<file path="config.mk">
export PLATFORM = sky130hd
export DESIGN_NAME = rx_ring_frame_reader_top_flat
export DESIGN_NICKNAME = d
export VERILOG_FILES = /design/src/rtl/rrfr_pkg.sv /design/src/rtl/rrfr_in_if.sv /design/src/rtl/rrfr_out_if.sv /design/src/rtl/rx_ring_frame_reader_top.sv /design/src/flat_wrapper.sv
export SDC_FILE = /design/constraint.sdc
export NUM_CORES = 1
export LEC_CHECK = 0
export BUFFER_PORTS_ARGS = -buffer_cell sky130_fd_sc_hd__buf_2
export CORE_ASPECT_RATIO = 0.75
export CORE_MARGIN = 2
export CORE_UTILIZATION = 35
export DETAILED_ROUTE_END_ITERATION = 8
export PLACE_DENSITY_LB_ADDON = 0.25
export SLEW_MARGIN = 20
export SYNTH_ARGS = -nofsm -noshare
export SYNTH_HDL_FRONTEND = slang
export SYNTH_SLANG_ARGS = --single-unit
</file>
<file path="constraint.sdc">
create_clock -name clk -period 7.45 [get_ports clk]
set_input_delay 0.745 -clock clk [delete_from_list [all_inputs] [get_ports clk]]
set_output_delay 0.745 -clock clk [all_outputs]
set_load 0.02 [all_outputs]
</file>
<file path="src/rtl/rrfr_pkg.sv">
// ----------------------------------------------------------------------------
// rrfr_pkg: shared constants for the receive ring frame reader
// Ring geometry, header layout, record kinds and register map.
// ----------------------------------------------------------------------------
package rrfr_pkg;

	// ring geometry
	localparam int RING_BYTES = 65536;
	localparam int POS_W      = $clog2(RING_BYTES);

	// frame layout
	localparam int OFF_W       = 17;
	localparam int HDR_BYTES   = 4;
	localparam int OK_BIT      = 0;
	localparam int PTR_BACKOFF = 16;
	localparam logic [OFF_W-1:0] ALIGN_MASK = ~(OFF_W'(3));
	localparam logic [OFF_W-1:0] MAX_SPAN   = OFF_W'(65540);

	// record kinds
	localparam logic KIND_PAYLOAD = 1'b0;
	localparam logic KIND_DONE    = 1'b1;

	// register map
	localparam int PADDR_W = 3;
	localparam logic REG_COPY_LIMIT = 1'b0;
	localparam logic [15:0] COPY_LIMIT_RESET = 16'd1800;

endpackage

</file>
<file path="src/rtl/rrfr_in_if.sv">
// ----------------------------------------------------------------------------
// rrfr_in_if: ring byte channel
// Carries one ring byte per word with a valid/ready handshake.
// ----------------------------------------------------------------------------
interface rrfr_in_if;
	logic       valid;
	logic       ready;
	logic [7:0] rx_byte;

	modport source (output valid, output rx_byte, input ready);
	modport sink   (input valid, input rx_byte, output ready);
endinterface

</file>
<file path="src/rtl/rrfr_out_if.sv">
// ----------------------------------------------------------------------------
// rrfr_out_if: result channel
// Carries payload bytes and frame done records with a valid/ready handshake.
// ----------------------------------------------------------------------------
interface rrfr_out_if;
	logic        valid;
	logic        ready;
	logic        kind;
	logic [7:0]  data_byte;
	logic        frame_ok;
	logic [15:0] delivered_count;
	logic [15:0] read_pointer;

	modport source (output valid, output kind, output data_byte, output frame_ok,
		output delivered_count, output read_pointer, input ready);
	modport sink   (input valid, input kind, input data_byte, input frame_ok,
		input delivered_count, input read_pointer, output ready);
endinterface

</file>
<file path="src/rtl/rx_ring_frame_reader_top.sv">
// ----------------------------------------------------------------------------
// rx_ring_frame_reader_top: receive ring frame reader
// Parses frames from a byte stream of the receive ring and emits payload
// bytes and one done record per frame.
// ----------------------------------------------------------------------------
// Usage
//   in_ch  : ring bytes in ring order, one per word.
//   out_ch : payload words (kind 0) and frame done records (kind 1) carrying
//            the ok flag, bytes delivered and the updated read pointer.
//   APB    : copy_limit at byte address 0; writes only while idle.
// Timing
//   one byte per cycle while out_ch keeps taking results; a byte goes into
//   an input register, is parsed there against the frame state and its
//   result lands in the result register, from which out_ch takes it.
//   The parse step is a single pass of compare/increment logic on the frame
//   offset, so it does not hold the rate below one byte per clock.
// Reset
//   ring position, frame offset and counts clear; copy_limit returns to 1800.
// Stall
//   while out_ch is stalled the result register holds; one more byte may sit
//   in the input register, then in_ch.ready drops until the result is taken.
// ----------------------------------------------------------------------------
module rx_ring_frame_reader_top
	import rrfr_pkg::*;
(
	input  logic               clk,
	input  logic               arst_n,
	rrfr_in_if.sink            in_ch,
	rrfr_out_if.source         out_ch,
	input  logic               psel,
	input  logic               penable,
	input  logic               pwrite,
	input  logic [PADDR_W-1:0] paddr,
	input  logic [31:0]        pwdata,
	output logic [31:0]        prdata,
	output logic               pready
);

	logic [15:0]      copy_limit_q;
	logic             valid_s1;
	logic [7:0]       byte_s1;
	logic [POS_W-1:0] pos_q;
	logic [OFF_W-1:0] off_q;
	logic             ok_q;
	logic [15:0]      len_q;
	logic [15:0]      sent_q;

	logic             res_valid_q;
	logic             res_kind_q;
	logic [7:0]       res_data_q;
	logic             res_ok_q;
	logic [15:0]      res_count_q;
	logic [15:0]      res_rp_q;

	logic             res_free;
	logic             proc;
	logic [15:0]      length;
	logic             frame_ok;
	logic [OFF_W-1:0] span;
	logic [OFF_W:0]   off_inc;
	logic             hdr_done;
	logic             payload;
	logic             done;
	logic [POS_W-1:0] pos_next;
	logic [POS_W-1:0] rp;

	// configuration port
	assign pready = 1'b1;
	assign prdata = (paddr[2] == REG_COPY_LIMIT) ? {16'd0, copy_limit_q} : 32'd0;

	always_ff @(posedge clk or negedge arst_n) begin
		if (!arst_n) begin
			copy_limit_q <= COPY_LIMIT_RESET;
		end else if (psel && penable && pwrite && pready && paddr[2] == REG_COPY_LIMIT) begin
			copy_limit_q <= pwdata[15:0];
		end
	end

	// handshake
	assign res_free    = !res_valid_q || out_ch.ready;
	assign proc        = valid_s1 && res_free;
	assign in_ch.ready = !valid_s1 || res_free;

	// input register
	always_ff @(posedge clk or negedge arst_n) begin
		if (!arst_n) begin
			valid_s1 <= 1'b0;
		end else if (in_ch.ready) begin
			valid_s1 <= in_ch.valid;
		end
	end

	always_ff @(posedge clk) begin
		if (in_ch.valid && in_ch.ready) begin
			byte_s1 <= in_ch.rx_byte;
		end
	end

	// header fields, the length high byte arriving with the last header byte
	assign length   = (off_q == OFF_W'(HDR_BYTES - 1)) ? {byte_s1, len_q[7:0]} : len_q;
	assign frame_ok = ok_q;
	assign span     = (OFF_W'(length) + OFF_W'(HDR_BYTES + 3)) & ALIGN_MASK;
	assign off_inc  = {1'b0, off_q} + 1'b1;
	assign hdr_done = off_q >= OFF_W'(HDR_BYTES - 1);

	// payload and end of frame decisions
	assign payload = (off_q >= OFF_W'(HDR_BYTES)) && (off_q < OFF_W'(length)) && frame_ok
		&& (sent_q < copy_limit_q);
	assign done    = hdr_done && (off_inc >= {1'b0, span});

	// ring position and backed-off read pointer
	assign pos_next = (pos_q == POS_W'(RING_BYTES - 1)) ? '0 : pos_q + 1'b1;
	assign rp = (pos_next >= POS_W'(PTR_BACKOFF)) ? pos_next - POS_W'(PTR_BACKOFF)
		: pos_next + POS_W'(RING_BYTES - PTR_BACKOFF);

	// frame state
	always_ff @(posedge clk or negedge arst_n) begin
		if (!arst_n) begin
			pos_q  <= '0;
			off_q  <= '0;
			ok_q   <= 1'b0;
			len_q  <= '0;
			sent_q <= '0;
		end else if (proc) begin
			pos_q <= pos_next;
			if (off_q == OFF_W'(0)) begin
				ok_q <= byte_s1[OK_BIT];
			end
			if (off_q == OFF_W'(2)) begin
				len_q[7:0] <= byte_s1;
			end
			if (off_q == OFF_W'(3)) begin
				len_q[15:8] <= byte_s1;
			end
			if (done) begin
				off_q  <= '0;
				sent_q <= '0;
			end else begin
				off_q <= off_inc[OFF_W-1:0];
				if (payload) begin
					sent_q <= sent_q + 1'b1;
				end
			end
		end
	end

	// result register
	always_ff @(posedge clk or negedge arst_n) begin
		if (!arst_n) begin
			res_valid_q <= 1'b0;
		end else if (res_free) begin
			res_valid_q <= proc && (payload || done);
		end
	end

	always_ff @(posedge clk) begin
		if (proc && res_free) begin
			if (done) begin
				res_kind_q  <= KIND_DONE;
				res_data_q  <= 8'd0;
				res_ok_q    <= frame_ok;
				res_count_q <= frame_ok ? sent_q : 16'd0;
				res_rp_q    <= 16'(rp);
			end else begin
				res_kind_q  <= KIND_PAYLOAD;
				res_data_q  <= byte_s1;
				res_ok_q    <= 1'b0;
				res_count_q <= 16'd0;
				res_rp_q    <= 16'd0;
			end
		end
	end

	assign out_ch.valid           = res_valid_q;
	assign out_ch.kind            = res_kind_q;
	assign out_ch.data_byte       = res_data_q;
	assign out_ch.frame_ok        = res_ok_q;
	assign out_ch.delivered_count = res_count_q;
	assign out_ch.read_pointer    = res_rp_q;

	// checks
	a_off_bound: assert property (@(posedge clk) disable iff (!arst_n)
		off_q < MAX_SPAN)
		else $error("frame offset beyond largest frame span");

	a_payload_clean: assert property (@(posedge clk) disable iff (!arst_n)
		(res_valid_q && res_kind_q == KIND_PAYLOAD) |->
		(!res_ok_q && res_count_q == 16'd0 && res_rp_q == 16'd0))
		else $error("payload word carries done record fields");

	a_rp_range: assert property (@(posedge clk) disable iff (!arst_n)
		(res_valid_q && res_kind_q == KIND_DONE) |->
		(32'(res_rp_q) < RING_BYTES && res_data_q == 8'd0))
		else $error("done record read pointer outside ring");

	a_count_limit: assert property (@(posedge clk) disable iff (!arst_n)
		(proc && payload && !done) |=> (sent_q != 16'd0))
		else $error("delivered count did not advance");

endmodule

</file>
<file path="src/flat_wrapper.sv">
// flat-port wrapper written by rule: the top's interface ports become plain ports
module rx_ring_frame_reader_top_flat import rrfr_pkg::*;
  (clk, arst_n, psel, penable, pwrite, paddr, pwdata, prdata, pready, in_ch_valid, in_ch_rx_byte, in_ch_ready, out_ch_valid, out_ch_kind, out_ch_data_byte, out_ch_frame_ok, out_ch_delivered_count, out_ch_read_pointer, out_ch_ready);
  rrfr_in_if in_ch_i ();
  rrfr_out_if out_ch_i ();
  input  logic clk;
  input  logic arst_n;
  input  logic psel;
  input  logic penable;
  input  logic pwrite;
  input  logic [PADDR_W-1:0] paddr;
  input  logic [31:0] pwdata;
  output logic [31:0] prdata;
  output logic pready;
  input wire logic [$bits(in_ch_i.valid)-1:0] in_ch_valid;
  input wire logic [$bits(in_ch_i.rx_byte)-1:0] in_ch_rx_byte;
  output wire logic [$bits(in_ch_i.ready)-1:0] in_ch_ready;
  output wire logic [$bits(out_ch_i.valid)-1:0] out_ch_valid;
  output wire logic [$bits(out_ch_i.kind)-1:0] out_ch_kind;
  output wire logic [$bits(out_ch_i.data_byte)-1:0] out_ch_data_byte;
  output wire logic [$bits(out_ch_i.frame_ok)-1:0] out_ch_frame_ok;
  output wire logic [$bits(out_ch_i.delivered_count)-1:0] out_ch_delivered_count;
  output wire logic [$bits(out_ch_i.read_pointer)-1:0] out_ch_read_pointer;
  input wire logic [$bits(out_ch_i.ready)-1:0] out_ch_ready;
  assign in_ch_i.valid = in_ch_valid;
  assign in_ch_i.rx_byte = in_ch_rx_byte;
  assign in_ch_ready = in_ch_i.ready;
  assign out_ch_valid = out_ch_i.valid;
  assign out_ch_kind = out_ch_i.kind;
  assign out_ch_data_byte = out_ch_i.data_byte;
  assign out_ch_frame_ok = out_ch_i.frame_ok;
  assign out_ch_delivered_count = out_ch_i.delivered_count;
  assign out_ch_read_pointer = out_ch_i.read_pointer;
  assign out_ch_i.ready = out_ch_ready;
  rx_ring_frame_reader_top u_core (.clk(clk), .arst_n(arst_n), .in_ch(in_ch_i), .out_ch(out_ch_i), .psel(psel), .penable(penable), .pwrite(pwrite), .paddr(paddr), .pwdata(pwdata), .prdata(prdata), .pready(pready));
endmodule
</file>
==> impl_metrics.json <==
{
  "cts_setup_buffers": 0,
  "post-synth-top-count-cell": "nand2_1",
  "seq_power_share_pct": 36.3,
  "synth-async-reset-ratio_pct": 62.7,
  "pwr-share-clk_pct": 28.8,
  "grt_pass1_wl_um": 31700,
  "endpoint_kind": "flop",
  "r2r-end": "u_core.sent_q[9]",
  "core-area_um2": 22900,
  "globalplace.congestion": 0.824,
  "drtAntennaViolNets": 0,
  "ys_ff_latch": 134,
  "die_w_um": 180,
  "setup_violations": 0,
  "rsz0062_at_grt": "no",
  "cts_root_buf": "clkbuf_16",
  "peakVddDrop_mv": 0.151,
  "grt_pass1_vias": 5871,
  "routed.top_layer": "met4",
  "total_power_uw": 3110,
  "final_layout_size_suffix_gt1_share_pct": 20.8,
  "dp_hpwl_um": 13600,
  "synth_area_leaders": "dfrtp_1 (25%), edfxtp_1 (18%), ha_1 (8.0%)",
  "portBuffers": 91,
  "grt_usage_pct": 16.4,
  "p_sw_uw": 1160,
  "cts_tree": "done",
  "avgRoutedWirePerCell_um": 16.3,
  "outcome": "complete, no violations",
  "synth_top_area_share_pct": 24.6,
  "drt_first_iter_violations": 381,
  "initial_utilization_pct": 35.5,
  "ys_seq_area_share_pct": 44.3,
  "powerDensity_nw_per_um2": 333,
  "wl_met1_um": 10100,
  "grt_max_degree": 63,
  "overflow": 0,
  "p_comb_share_pct": 34.9,
  "yosysTopAreaCell": "dfrtp_1",
  "skew_ns": 0.0102,
  "ff2ff_setup_slack_ns": 2.35,
  "totalWireLength_um": 19400,
  "hp-class": "in -> async",
  "cts_buffer_depth": 2,
  "maxCapViolations": 0,
  "finalHoldViolCount": 0,
  "synth_top_family_by_area": "simple AND/OR/NAND/NOR gates",
  "r2r_cells": 14,
  "core.rowCount": 48,
  "synth_edf_count": 50,
  "clkSinkCount": 134,
  "synth.yosys.warnings": 0,
  "numPlacedInstances": 1162,
  "crit_required_ns": 7.82,
  "path_class": "reg -> reg",
  "dr_wl_met2_um": 8170,
  "fmax_mhz": 196,
  "postCtsHoldBufs": 0,
  "start_kind": "flop",
  "maxSlewHeadroom_pct": 33.9,
  "rr_startpoint": "u_core.off_q[8]",
  "vias": 6127,
  "die_h_um": 136,
  "p_leak_uw": 0.00424,
  "fin_util_pct": 40.8,
  "grt_antenna_before_repair": 0,
  "synth_fa_ha_area_share_pct": 7.99,
  "finalMaxSlewViolations": 0,
  "synth_cell_type_count": 75,
  "crit_fanout": 18,
  "insertion_delay_ns": 0.43,
  "avgSynthCellArea_um2": 10.1,
  "worst_slack_ns": 2.35,
  "synthFlopType": "dfrtp_1",
  "worst_pin_slew_ns": 0.991,
  "synth_common_cells": "nand2_1 (81), dfrtp_1 (80), nor2_1 (58)",
  "path_clk_slew_ns": 0.06,
  "period_minus_slack_ns": 5.10,
  "swShare_pct": 37.3,
  "crit_arrival_ns": 5.47,
  "syn_area_um2": 8140,
  "drc_errors": 0,
  "fin_setup_tns_ns": 0,
  "crit_chain": "nor4_1, nand4_1, or2_0, buf_4, mux2i_1, nor4_2, xor2_1, ha_1, a21o_1, a21oi_1, o2111ai_1, a21oi_2, and4_1, a211o_1",
  "dpl_worst_slack_ns": 2.55,
  "viasPerCell": 5.13,
  "synth_simple_gate_area_share_pct": 19.6,
  "htreeDepth": 4,
  "cts_buffers": 17,
  "dieArea_um2": 24500,
  "num_io_pins": 127,
  "dr_wl_met3_um": 963,
  "nets": 983,
  "period_share_pct": 68.5,
  "instances_no_fill": 1194,
  "syn_to_final_growth_pct": 15.0,
  "synth_compound_area_share_pct": 10.4,
  "antenna_cells": 0,
  "cts.repair.resized": 0,
  "dr.pass1.iters": 5,
  "synth-xor-area-share_pct": 5.92,
  "p_int_uw": 1950,
  "syn_inst": 805,
  "slowest_delay_ns": 0.91,
  "cp_slowest_cell": "a21oi_2",
  "synth_mux_area_share_pct": 5.69
}
-- power groups by stage --
stage | clock, uW | sequential (uW) | combinational (uW)
final | 898 | 1130 | 1090
after detailed placement | 0 | 1140 | 1080
after global placement | 0 | 1140 | 1070
after global routing | 947 | 1160 | 1230
after floorplan | 0 | 1110 | 816
after CTS | 917 | 1130 | 1090
-- area by class of cell --
| cell class | instances | area, um2 |
|---|---|---|
| Clock buffer | 19 | 443 |
| Multi-Input combinational cell | 591 | 4110 |
| Sequential cell | 134 | 3610 |
| Timing Repair Buffer | 96 | 495 |
| Fill cell | 2258 | 13600 |
| Clock inverter | 13 | 178 |
| Inverter | 41 | 156 |
| Tap cell | 300 | 375 |
-- placed cells by master (no fill, tap or decap), types with 27 or more instances in the layout --
cell / count
edfxtp_1: 50
ha_1: 52
inv_1: 39
and2_1: 27
nand2_1: 81
xnor2_1: 35
buf_2: 90
o21ai_0: 29
mux2_2: 34
nand3_1: 35
nor2_1: 58
dfrtp_1: 80
-- flip-flops by register name, summed over array words and instances (netlist names) --
signal / flops
u_core.off_q: 17
u_core.copy_limit_q: 16
u_core.len_q: 16
u_core.out_ch.delivered_count: 16
u_core.out_ch.read_pointer: 16
u_core.pos_q: 16
u_core.sent_q: 16
u_core.byte_s1: 8
u_core.out_ch.data_byte: 8
u_core.frame_ok: 1
u_core.out_ch.frame_ok: 1
u_core.out_ch.kind: 1
u_core.out_ch.valid: 1
u_core.valid_s1: 1
-- worst max path at each step --
stage	cells past startpoint	start	slack (ns)	end
floorplan	16	u_core.off_q[8]	3.65	u_core.out_ch.delivered_count[10]
global placement	14	u_core.off_q[8]	2.52	u_core.sent_q[9]
detailed placement	15	u_core.off_q[8]	2.55	u_core.sent_q[0]
CTS	15	u_core.off_q[8]	2.48	u_core.sent_q[0]
global route	15	u_core.off_q[8]	2.06	u_core.sent_q[0]
finish	14	u_core.off_q[8]	2.35	u_core.sent_q[9]
-- metrics by stage --
| stage | area, um2 | hold WS, ns |
|---|---|---|
| 5_1_grt | 9360 | 0.214 |
| 3_5_place_dp | 8740 | 0.494 |
| 4_1_cts | 9360 | 0.205 |
| 2_1_floorplan | 8200 | 0.449 |
| 3_3_place_gp | 8740 | 0.487 |
| 6_report | 9360 | 0.204 |
-- per-layer routing --
| layer | global-route usage [%] | vias up |
|---|---|---|
| li1 | - | 2991 |
| met1 | 24.1 | 2958 |
| met2 | 24.3 | 162 |
| met3 | 3.46 | 16 |
| met4 | 4.39 | 0 |
| met5 | 0 | - |
-- cells by family after synthesis --
family,Yosys count
AND/OR/NAND/NOR,305
other,2
multiplexers,42
AO/OA/AOI/OAI,120
flip-flops,134
XOR/XNOR,55
adder cells (fa/ha/maj),52
buffers and inverters,95
-- worst max-delay path, delay by kind of cell, from the launching register on --
kind | cells | cell delay, ns
buf+inv | 1 | 0.22
flops | 1 | 0.48
simple gates | 5 | 1.72
compound gates | 5 | 1.92
mux | 1 | 0.22
xor+xnor | 1 | 0.21
fa+ha+maj | 1 | 0.27
Power figures use the tool's default switching activity.
